==> config.mk <==
export PLATFORM = sky130hd
export DESIGN_NAME = named_port_registry_cam_unit_flat
export DESIGN_NICKNAME = d
export VERILOG_FILES = /design/src/rtl/npr_pkg.sv /design/src/rtl/npr_if.sv /design/src/rtl/npr_cell.sv /design/src/rtl/npr_ctrl.sv /design/src/rtl/named_port_registry_cam_unit.sv /design/src/flat_wrapper.sv
export SDC_FILE = /design/constraint.sdc
export NUM_CORES = 2
export LEC_CHECK = 0
export BUFFER_PORTS_ARGS = -buffer_cell sky130_fd_sc_hd__buf_2
export CAP_MARGIN = 25
export CORE_ASPECT_RATIO = 0.75
export CORE_UTILIZATION = 56
export DETAILED_ROUTE_END_ITERATION = 6
export PLACE_DENSITY = 0.75
export SYNTH_ARGS = -nofsm -noshare
export SYNTH_HDL_FRONTEND = slang
export SYNTH_SLANG_ARGS = --single-unit
==> constraint.sdc <==
create_clock -name clock -period 7.8 [get_ports clock]
set_input_delay 0.78 -clock clock [delete_from_list [all_inputs] [get_ports clock]]
set_output_delay 0.78 -clock clock [all_outputs]
set_load 0.1 [all_outputs]
==> src/rtl/npr_pkg.sv <==
package npr_pkg;

   localparam int TYPE_W   = 2;
   localparam int NAME_W   = 64;
   localparam int OWNER_W  = 32;
   localparam int STATUS_W = 2;

   localparam logic [TYPE_W-1:0] OP_REGISTER   = 2'd0;
   localparam logic [TYPE_W-1:0] OP_UNREGISTER = 2'd1;
   localparam logic [TYPE_W-1:0] OP_LOOKUP     = 2'd2;

   localparam logic [STATUS_W-1:0] STATUS_OK        = 2'd0;
   localparam logic [STATUS_W-1:0] STATUS_INVALID   = 2'd1;
   localparam logic [STATUS_W-1:0] STATUS_FULL      = 2'd2;
   localparam logic [STATUS_W-1:0] STATUS_NOT_FOUND = 2'd3;

   typedef enum logic [1:0] {
      ST_IDLE,
      ST_SWEEP,
      ST_REPLY
   } npr_state_type;

   // Request held steady for all cells while an item is being worked on.
   typedef struct packed {
      logic [TYPE_W-1:0]  op;
      logic [NAME_W-1:0]  name;
      logic [OWNER_W-1:0] owner;
   } npr_cmd_type;

   // Token handed from cell to cell during a sweep.
   typedef struct packed {
      logic               valid;
      logic               fill;
      logic               done;
      logic               free_seen;
      logic [OWNER_W-1:0] owner;
   } npr_carry_type;

endpackage

==> src/rtl/npr_if.sv <==
interface npr_req_if;
   import npr_pkg::*;

   logic               valid;
   logic               ready;
   logic [TYPE_W-1:0]  req_type;
   logic [NAME_W-1:0]  port_name;
   logic [OWNER_W-1:0] owner_id;

   modport source (output valid, output req_type, output port_name, output owner_id,
                   input ready);
   modport sink   (input valid, input req_type, input port_name, input owner_id,
                   output ready);
endinterface

interface npr_rsp_if;
   import npr_pkg::*;

   logic                valid;
   logic                ready;
   logic [STATUS_W-1:0] status;
   logic [OWNER_W-1:0]  found_owner;

   modport source (output valid, output status, output found_owner, input ready);
   modport sink   (input valid, input status, input found_owner, output ready);
endinterface

==> src/rtl/npr_cell.sv <==
module npr_cell #(
   parameter int NAME_CHARS = 8
) (
   input  logic                   clock,
   input  logic                   reset,
   input  npr_pkg::npr_cmd_type   cmd,
   input  npr_pkg::npr_carry_type carry_prev,
   output npr_pkg::npr_carry_type carry_next
);
   import npr_pkg::*;

   localparam int NAME_BITS = 8 * NAME_CHARS;

   logic                 valid_ff, valid_in;
   logic [NAME_BITS-1:0] name_ff, name_in;
   logic [OWNER_W-1:0]   owner_ff, owner_in;
   npr_carry_type        carry_ff, carry_in;

   logic owner_hit;
   logic name_hit;

   assign owner_hit = valid_ff && (owner_ff == cmd.owner);
   assign name_hit  = valid_ff && (name_ff == cmd.name[NAME_BITS-1:0]);

   always_comb begin
      valid_in = valid_ff;
      name_in  = name_ff;
      owner_in = owner_ff;
      carry_in = carry_prev;
      if (carry_prev.valid) begin
         case (cmd.op)
            OP_REGISTER: begin
               if (!carry_prev.fill) begin
                  // First pass: rename the owner's entry and note any free slot.
                  if (!carry_prev.done && owner_hit) begin
                     name_in       = cmd.name[NAME_BITS-1:0];
                     carry_in.done = 1'b1;
                  end
                  if (!valid_ff) begin
                     carry_in.free_seen = 1'b1;
                  end
               end else if (!carry_prev.done && !valid_ff) begin
                  valid_in      = 1'b1;
                  name_in       = cmd.name[NAME_BITS-1:0];
                  owner_in      = cmd.owner;
                  carry_in.done = 1'b1;
               end
            end
            OP_UNREGISTER: begin
               if (owner_hit) begin
                  valid_in = 1'b0;
               end
            end
            OP_LOOKUP: begin
               if (!carry_prev.done && name_hit) begin
                  carry_in.owner = owner_ff;
                  carry_in.done  = 1'b1;
               end
            end
            default: begin
            end
         endcase
      end
   end

   always_ff @(posedge clock) begin
      if (reset) begin
         valid_ff       <= 1'b0;
         carry_ff.valid <= 1'b0;
      end else begin
         valid_ff       <= valid_in;
         carry_ff.valid <= carry_in.valid;
      end
      name_ff            <= name_in;
      owner_ff           <= owner_in;
      carry_ff.fill      <= carry_in.fill;
      carry_ff.done      <= carry_in.done;
      carry_ff.free_seen <= carry_in.free_seen;
      carry_ff.owner     <= carry_in.owner;
   end

   assign carry_next = carry_ff;

endmodule

==> src/rtl/npr_ctrl.sv <==
module npr_ctrl #(
   parameter int NAME_CHARS = 8
) (
   input  logic                   clock,
   input  logic                   reset,
   npr_req_if.sink                req_chan,
   npr_rsp_if.source              rsp_chan,
   output npr_pkg::npr_cmd_type   cmd,
   output npr_pkg::npr_carry_type launch,
   input  npr_pkg::npr_carry_type sweep_ret
);
   import npr_pkg::*;

   npr_state_type        state_ff, state_in;
   npr_cmd_type          cmd_ff, cmd_in;
   npr_carry_type        launch_ff, launch_in;
   logic [STATUS_W-1:0]  status_ff, status_in;
   logic [OWNER_W-1:0]   found_ff, found_in;
   logic                 rsp_valid_ff, rsp_valid_in;
   logic [STATUS_W-1:0]  rsp_status_ff, rsp_status_in;
   logic [OWNER_W-1:0]   rsp_owner_ff, rsp_owner_in;

   logic                 req_xfer;
   logic                 rsp_free;
   logic [NAME_W-1:0]    name_cut;
   logic                 req_sweep;
   logic [STATUS_W-1:0]  req_status;
   logic                 need_fill;

   function automatic logic [NAME_W-1:0] cut_name(input logic [NAME_W-1:0] raw);
      logic [NAME_W-1:0] kept;
      logic              live;
      kept = '0;
      live = 1'b1;
      for (int i = 0; i < NAME_CHARS; i++) begin
         if (raw[8*i +: 8] == 8'd0) begin
            live = 1'b0;
         end
         if (live) begin
            kept[8*i +: 8] = raw[8*i +: 8];
         end
      end
      return kept;
   endfunction

   assign req_chan.ready = (state_ff == ST_IDLE);
   assign req_xfer       = req_chan.valid && req_chan.ready;
   assign rsp_free       = !rsp_valid_ff || rsp_chan.ready;
   assign name_cut       = cut_name(req_chan.port_name);
   assign need_fill      = (cmd_ff.op == OP_REGISTER) && !sweep_ret.fill
                           && !sweep_ret.done && sweep_ret.free_seen;

   // Requests that need no table sweep are answered straight away.
   always_comb begin
      req_sweep  = 1'b0;
      req_status = STATUS_INVALID;
      case (req_chan.req_type)
         OP_REGISTER: begin
            req_sweep = (name_cut != '0) && (req_chan.owner_id != '0);
         end
         OP_UNREGISTER: begin
            req_sweep  = (req_chan.owner_id != '0);
            req_status = STATUS_OK;
         end
         OP_LOOKUP: begin
            req_sweep = (name_cut != '0);
         end
         default: begin
         end
      endcase
   end

   always_comb begin
      state_in = state_ff;
      unique case (state_ff)
         ST_IDLE: begin
            if (req_xfer) begin
               state_in = req_sweep ? ST_SWEEP : ST_REPLY;
            end
         end
         ST_SWEEP: begin
            if (sweep_ret.valid && !need_fill) begin
               state_in = ST_REPLY;
            end
         end
         ST_REPLY: begin
            if (rsp_free) begin
               state_in = ST_IDLE;
            end
         end
         default: begin
            state_in = ST_IDLE;
         end
      endcase
   end

   always_comb begin
      cmd_in        = cmd_ff;
      launch_in     = '0;
      status_in     = status_ff;
      found_in      = found_ff;
      rsp_valid_in  = rsp_valid_ff && !rsp_chan.ready;
      rsp_status_in = rsp_status_ff;
      rsp_owner_in  = rsp_owner_ff;
      unique case (state_ff)
         ST_IDLE: begin
            if (req_xfer) begin
               cmd_in.op       = req_chan.req_type;
               cmd_in.name     = name_cut;
               cmd_in.owner    = req_chan.owner_id;
               launch_in.valid = req_sweep;
               status_in       = req_status;
               found_in        = '0;
            end
         end
         ST_SWEEP: begin
            if (sweep_ret.valid) begin
               if (need_fill) begin
                  // No entry of this owner exists: sweep again to claim a free slot.
                  launch_in.valid = 1'b1;
                  launch_in.fill  = 1'b1;
               end else begin
                  found_in  = '0;
                  status_in = STATUS_OK;
                  case (cmd_ff.op)
                     OP_REGISTER: begin
                        if (!sweep_ret.done) begin
                           status_in = STATUS_FULL;
                        end
                     end
                     OP_LOOKUP: begin
                        if (sweep_ret.done) begin
                           found_in = sweep_ret.owner;
                        end else begin
                           status_in = STATUS_NOT_FOUND;
                        end
                     end
                     default: begin
                     end
                  endcase
               end
            end
         end
         ST_REPLY: begin
            if (rsp_free) begin
               rsp_valid_in  = 1'b1;
               rsp_status_in = status_ff;
               rsp_owner_in  = found_ff;
            end
         end
         default: begin
         end
      endcase
   end

   always_ff @(posedge clock) begin
      if (reset) begin
         state_ff        <= ST_IDLE;
         launch_ff.valid <= 1'b0;
         rsp_valid_ff    <= 1'b0;
      end else begin
         state_ff        <= state_in;
         launch_ff.valid <= launch_in.valid;
         rsp_valid_ff    <= rsp_valid_in;
      end
      launch_ff.fill      <= launch_in.fill;
      launch_ff.done      <= launch_in.done;
      launch_ff.free_seen <= launch_in.free_seen;
      launch_ff.owner     <= launch_in.owner;
      cmd_ff              <= cmd_in;
      status_ff           <= status_in;
      found_ff            <= found_in;
      rsp_status_ff       <= rsp_status_in;
      rsp_owner_ff        <= rsp_owner_in;
   end

   assign cmd                  = cmd_ff;
   assign launch               = launch_ff;
   assign rsp_chan.valid       = rsp_valid_ff;
   assign rsp_chan.status      = rsp_status_ff;
   assign rsp_chan.found_owner = rsp_owner_ff;

endmodule

==> src/rtl/named_port_registry_cam_unit.sv <==
// A lookup, an unregister, a renaming register or a refused (table full) register
// sweeps the table once between request transfer and response valid; a register
// that claims a free entry sweeps twice. Requests answered without touching the
// table (invalid, owner 0 unregister) go straight to the reply state.
// One request in flight; the next transfer waits until the response is issued, and
// longer while an earlier response waits. Synchronous active-high reset clears the valid bits.
module named_port_registry_cam_unit #(
   parameter int TABLE_ENTRIES = 16,
   parameter int NAME_CHARS    = 8
) (
   input  logic      clock,
   input  logic      reset,
   npr_req_if.sink   req_chan,
   npr_rsp_if.source rsp_chan
);
   import npr_pkg::*;

   npr_cmd_type   cmd;
   npr_carry_type chain [TABLE_ENTRIES+1];

   npr_ctrl #(
      .NAME_CHARS (NAME_CHARS)
   ) u_ctrl (
      .clock     (clock),
      .reset     (reset),
      .req_chan  (req_chan),
      .rsp_chan  (rsp_chan),
      .cmd       (cmd),
      .launch    (chain[0]),
      .sweep_ret (chain[TABLE_ENTRIES])
   );

   for (genvar g = 0; g < TABLE_ENTRIES; g++) begin : g_cell
      npr_cell #(
         .NAME_CHARS (NAME_CHARS)
      ) u_cell (
         .clock      (clock),
         .reset      (reset),
         .cmd        (cmd),
         .carry_prev (chain[g]),
         .carry_next (chain[g+1])
      );
   end

endmodule
==> src/flat_wrapper.sv <==
// flat-port wrapper written by rule: the top's interface ports become plain ports
module named_port_registry_cam_unit_flat import npr_pkg::*;
#(
   parameter int TABLE_ENTRIES = 16,
   parameter int NAME_CHARS    = 8
)
  (clock, reset, req_chan_valid, req_chan_req_type, req_chan_port_name, req_chan_owner_id, req_chan_ready, rsp_chan_valid, rsp_chan_status, rsp_chan_found_owner, rsp_chan_ready);
  npr_req_if req_chan_i ();
  npr_rsp_if rsp_chan_i ();
  input  logic clock;
  input  logic reset;
  input wire logic [$bits(req_chan_i.valid)-1:0] req_chan_valid;
  input wire logic [$bits(req_chan_i.req_type)-1:0] req_chan_req_type;
  input wire logic [$bits(req_chan_i.port_name)-1:0] req_chan_port_name;
  input wire logic [$bits(req_chan_i.owner_id)-1:0] req_chan_owner_id;
  output wire logic [$bits(req_chan_i.ready)-1:0] req_chan_ready;
  output wire logic [$bits(rsp_chan_i.valid)-1:0] rsp_chan_valid;
  output wire logic [$bits(rsp_chan_i.status)-1:0] rsp_chan_status;
  output wire logic [$bits(rsp_chan_i.found_owner)-1:0] rsp_chan_found_owner;
  input wire logic [$bits(rsp_chan_i.ready)-1:0] rsp_chan_ready;
  assign req_chan_i.valid = req_chan_valid;
  assign req_chan_i.req_type = req_chan_req_type;
  assign req_chan_i.port_name = req_chan_port_name;
  assign req_chan_i.owner_id = req_chan_owner_id;
  assign req_chan_ready = req_chan_i.ready;
  assign rsp_chan_valid = rsp_chan_i.valid;
  assign rsp_chan_status = rsp_chan_i.status;
  assign rsp_chan_found_owner = rsp_chan_i.found_owner;
  assign rsp_chan_i.ready = rsp_chan_ready;
  named_port_registry_cam_unit #(.TABLE_ENTRIES(TABLE_ENTRIES), .NAME_CHARS(NAME_CHARS)) u_core (.clock(clock), .reset(reset), .req_chan(req_chan_i), .rsp_chan(rsp_chan_i));
endmodule
==> results.sh <==
export IMPL_status="complete, but fails checks"
export IMPL_violations="DRC"
export IMPL_finalWirelength_um=225000
export IMPL_synth_area_mm2=0.0896
export IMPL_synth_top_area_frac=0.570
export IMPL_m1WireLength_um=98300
export IMPL_cts_buffers=209
export IMPL_yosysMostFrequentCell="edfxtp_1"
export IMPL_hold_viol=0
export IMPL_first_iter_violations=5738
export IMPL_grt_pass1_wl_um=324000
export IMPL_wl_per_cell_um=27.2
export IMPL_ir_drop_mv=0.253
export IMPL_ctsHoldBuffers=0
export IMPL_final_nets=6092
export IMPL_wl_met3_um=22200
export IMPL_pwr_share_seq=0.532
export IMPL_dr_wl_met2_um=98900
export IMPL_num_rows=126
export IMPL_dp_hpwl_um=147000
export IMPL_syn_area_per_cell_um2=15.7
export IMPL_yosys_warnings=0
export IMPL_post_cts_setup_buffers=0
export IMPL_cts_max_level=4
export IMPL_synth_simple_area_share=0.0630
export IMPL_drv_cap=0
export IMPL_dieArea_mm2=0.162
export IMPL_worst_pin_slew_ns=1.04
export IMPL_synth_commonest_cells="edfxtp_1, xor2_1, dfxtp_1"
export IMPL_grt_max_degree=66
export IMPL_setup_tns_ns=0
export IMPL_async_flop_share=0
export IMPL_synth_seq_area_share=0.704
export IMPL_multiInputGateArea_mm2=0.0253
export IMPL_globalplace_congestion=0.882
export IMPL_end_kind="flip-flop"
export IMPL_critPathArrivalTime_ns=5.17
export IMPL_ys_ff_latch=2299
export IMPL_switching_share=0.226
export IMPL_grt_usage=0.276
export IMPL_placed_cells=7885
export IMPL_power_density_mw_per_mm2=249
export IMPL_cts_buffer_depth=3
export IMPL_final_cells=8286
export IMPL_intPower_w=0.0194
export IMPL_post_dp_cell_area_mm2=0.0936
export IMPL_netlist_top_cells_area="edfxtp_1, dfxtp_1, xor2_1"
export IMPL_root_buffer="clkbuf_16"
export IMPL_grt_pass1_vias=47697
export IMPL_layout_drive_gt1_share=0.183
export IMPL_seqCellArea_mm2=0.0631
export IMPL_switchingPower_w=0.00567
export IMPL_syn_instance_count=5702
export IMPL_fin_area_mm2=0.101
export IMPL_synth_cell_types=67
export IMPL_highest_layer="met5"
export IMPL_syn_nets=5804
export IMPL_placeableCoreArea_mm2=0.158
export IMPL_fillerInstances=11086
export IMPL_min_path_type="in2reg"
export IMPL_start_util=0.567
export IMPL_clkPwrFrac=0.405
export IMPL_cts_sinks=2299
export IMPL_comb_power_share=0.064
export IMPL_maxSlewViolCount=0
export IMPL_power_total_w=0.0251
export IMPL_critPathLaunchType="flip-flop"
export IMPL_timing_slew_headroom=0.308
export IMPL_synth_top_family_by_area="XOR/XNOR gates"
export IMPL_first_pass_iters=7
export IMPL_vias=48569
export IMPL_synth_largest_area_cell="edfxtp_1"
export IMPL_cp_max_fo=32
export IMPL_viasPerCell=5.86
export IMPL_synth_compound_area_share=0.0125
export IMPL_die_x_um=464
export IMPL_rsz0062_at_grt="false"
export IMPL_cts_tree="done"
export IMPL_synth_edf_count=1702
export IMPL_finalCritPeriodShare=0.570
export IMPL_synthMuxAreaShare=0.0604
export IMPL_postCtsResizedCells=0
export IMPL_die_y_um=348
export IMPL_drc=33
export IMPL_port_buffers=137
export IMPL_path_class="reg2reg"
export IMPL_p_leak_nw=35.0
export IMPL_layout_min_cycle_time_ns=4.45
export IMPL_ant_nets=0
export IMPL_fmax_ghz=0.225
export IMPL_antenna_found_initial=16
export IMPL_cp_required_ns=8.52
export IMPL_synth_adder_area_share=0
export IMPL_setup_violations_final=0
export IMPL_clkTransAtPathRegs_ns=0.07
export IMPL_grt_overflow=0
export IMPL_synthFlopType="edfxtp_1"
export IMPL_insertion_delay_ns=0.85
export IMPL_area_delta_synth_final_pct=12.2
export IMPL_synth_xor_area_share=0.144
export IMPL_pin_count=138
export IMPL_finClkSkew_ns=0.0267
-- through the flow --
| step | utilization | hold WS, ns | setup WS [ns] |
|---|---|---|---|
| 2_1_floorplan | - | 0.345 | 0.177 |
| 3_3_place_gp | 0.592 | 0.369 | 3.26 |
| 3_5_place_dp | 0.592 | 0.386 | 3.39 |
| 4_1_cts | 0.635 | 0.0714 | 3.37 |
| 5_1_grt | 0.636 | 0.103 | 3.35 |
| 6_report | 0.636 | 0.117 | 3.35 |
-- routing by layer --
layer / vias to the layer above / GRT usage
met1: 24612 / 0.410
met4: 8 / 0.0852
li1: 21295 / -
met5: - / 0
met2: 2321 / 0.409
met3: 333 / 0.0579
-- critical path: stages (launching register included) --
cell and delay (ns):
edfxtp_1 0.73, buf_4 0.43, xor2_1 0.14, nor4_1 0.40, nand4_1 0.19, nor3_1 0.77, nand3_2 1.00, mux2_2 0.60
-- area by class of cell --
class,count,share of cell area
diodes,2,0.0000498
flip-flops and latches,2299,0.627
multi-input cells,3071,0.252
repair buffers,345,0.0244
clock inverters,96,0.00818
well taps,2112,0.0263
clock buffers,297,0.0594
inverters,64,0.00239
-- power groups by stage --
stage / sequential (W) / combinational, W / clock, W
after global placement: 0.0136 / 0.00152 / 0
after floorplan: 0.0137 / 0.000770 / 0
after detailed placement: 0.0136 / 0.00155 / 0
after global routing: 0.0133 / 0.00166 / 0.0107
final: 0.0133 / 0.00160 / 0.0101
after CTS: 0.0133 / 0.00157 / 0.0102
-- state kept, by name (all words and copies together), names as in the netlist, 16 cells and up --
signal and count:
u_core.g_cell.u_cell.name_ff 1024, u_core.g_cell.u_cell.carry_next 576, u_core.g_cell.u_cell.owner_ff 512, u_core.u_ctrl.cmd 98
u_core.u_ctrl.found_ff 32, u_core.u_ctrl.rsp_chan.found_owner 32, u_core.g_cell.u_cell.valid_ff 16
-- logic make-up (layout without fill, tap and decap cells) --
family	Yosys count	after routing
flip-flops	2299	2299
XOR/XNOR	1471	1471
other	0	2
multiplexers	481	481
AO/OA/AOI/OAI	157	157
AND/OR/NAND/NOR	962	962
buffers and inverters	332	802
-- cell usage in the layout, fill, tap and decap left out, types with 66 or more instances in the layout --
cell type and count:
and2_1 96, buf_2 138, buf_4 190, clkbuf_16 216
dfxtp_1 597, edfxtp_1 1702, mux2_1 66, mux2_2 415
nand4_1 150, nor4_1 302, xnor2_1 425, xor2_1 1046
-- worst paths after layout --
path | startpoint | endpoint | depth (start not counted) | slack [ns]
worst max-delay path | u_core.u_ctrl.cmd[75] | u_core.g_cell[13].u_cell.carry_next[16] | 7 | 3.35
worst min register to register | u_core.g_cell[11].u_cell.carry_next[34] | u_core.g_cell[12].u_cell.carry_next[34] | 0 | 0.40
worst max register to register | u_core.u_ctrl.cmd[75] | u_core.g_cell[13].u_cell.carry_next[16] | 7 | 3.35
worst min-delay path | req_chan_port_name[2] | u_core.u_ctrl.cmd[34] | 1 | 0.12
No activity file was read; power rests on OpenSTA's default activity.
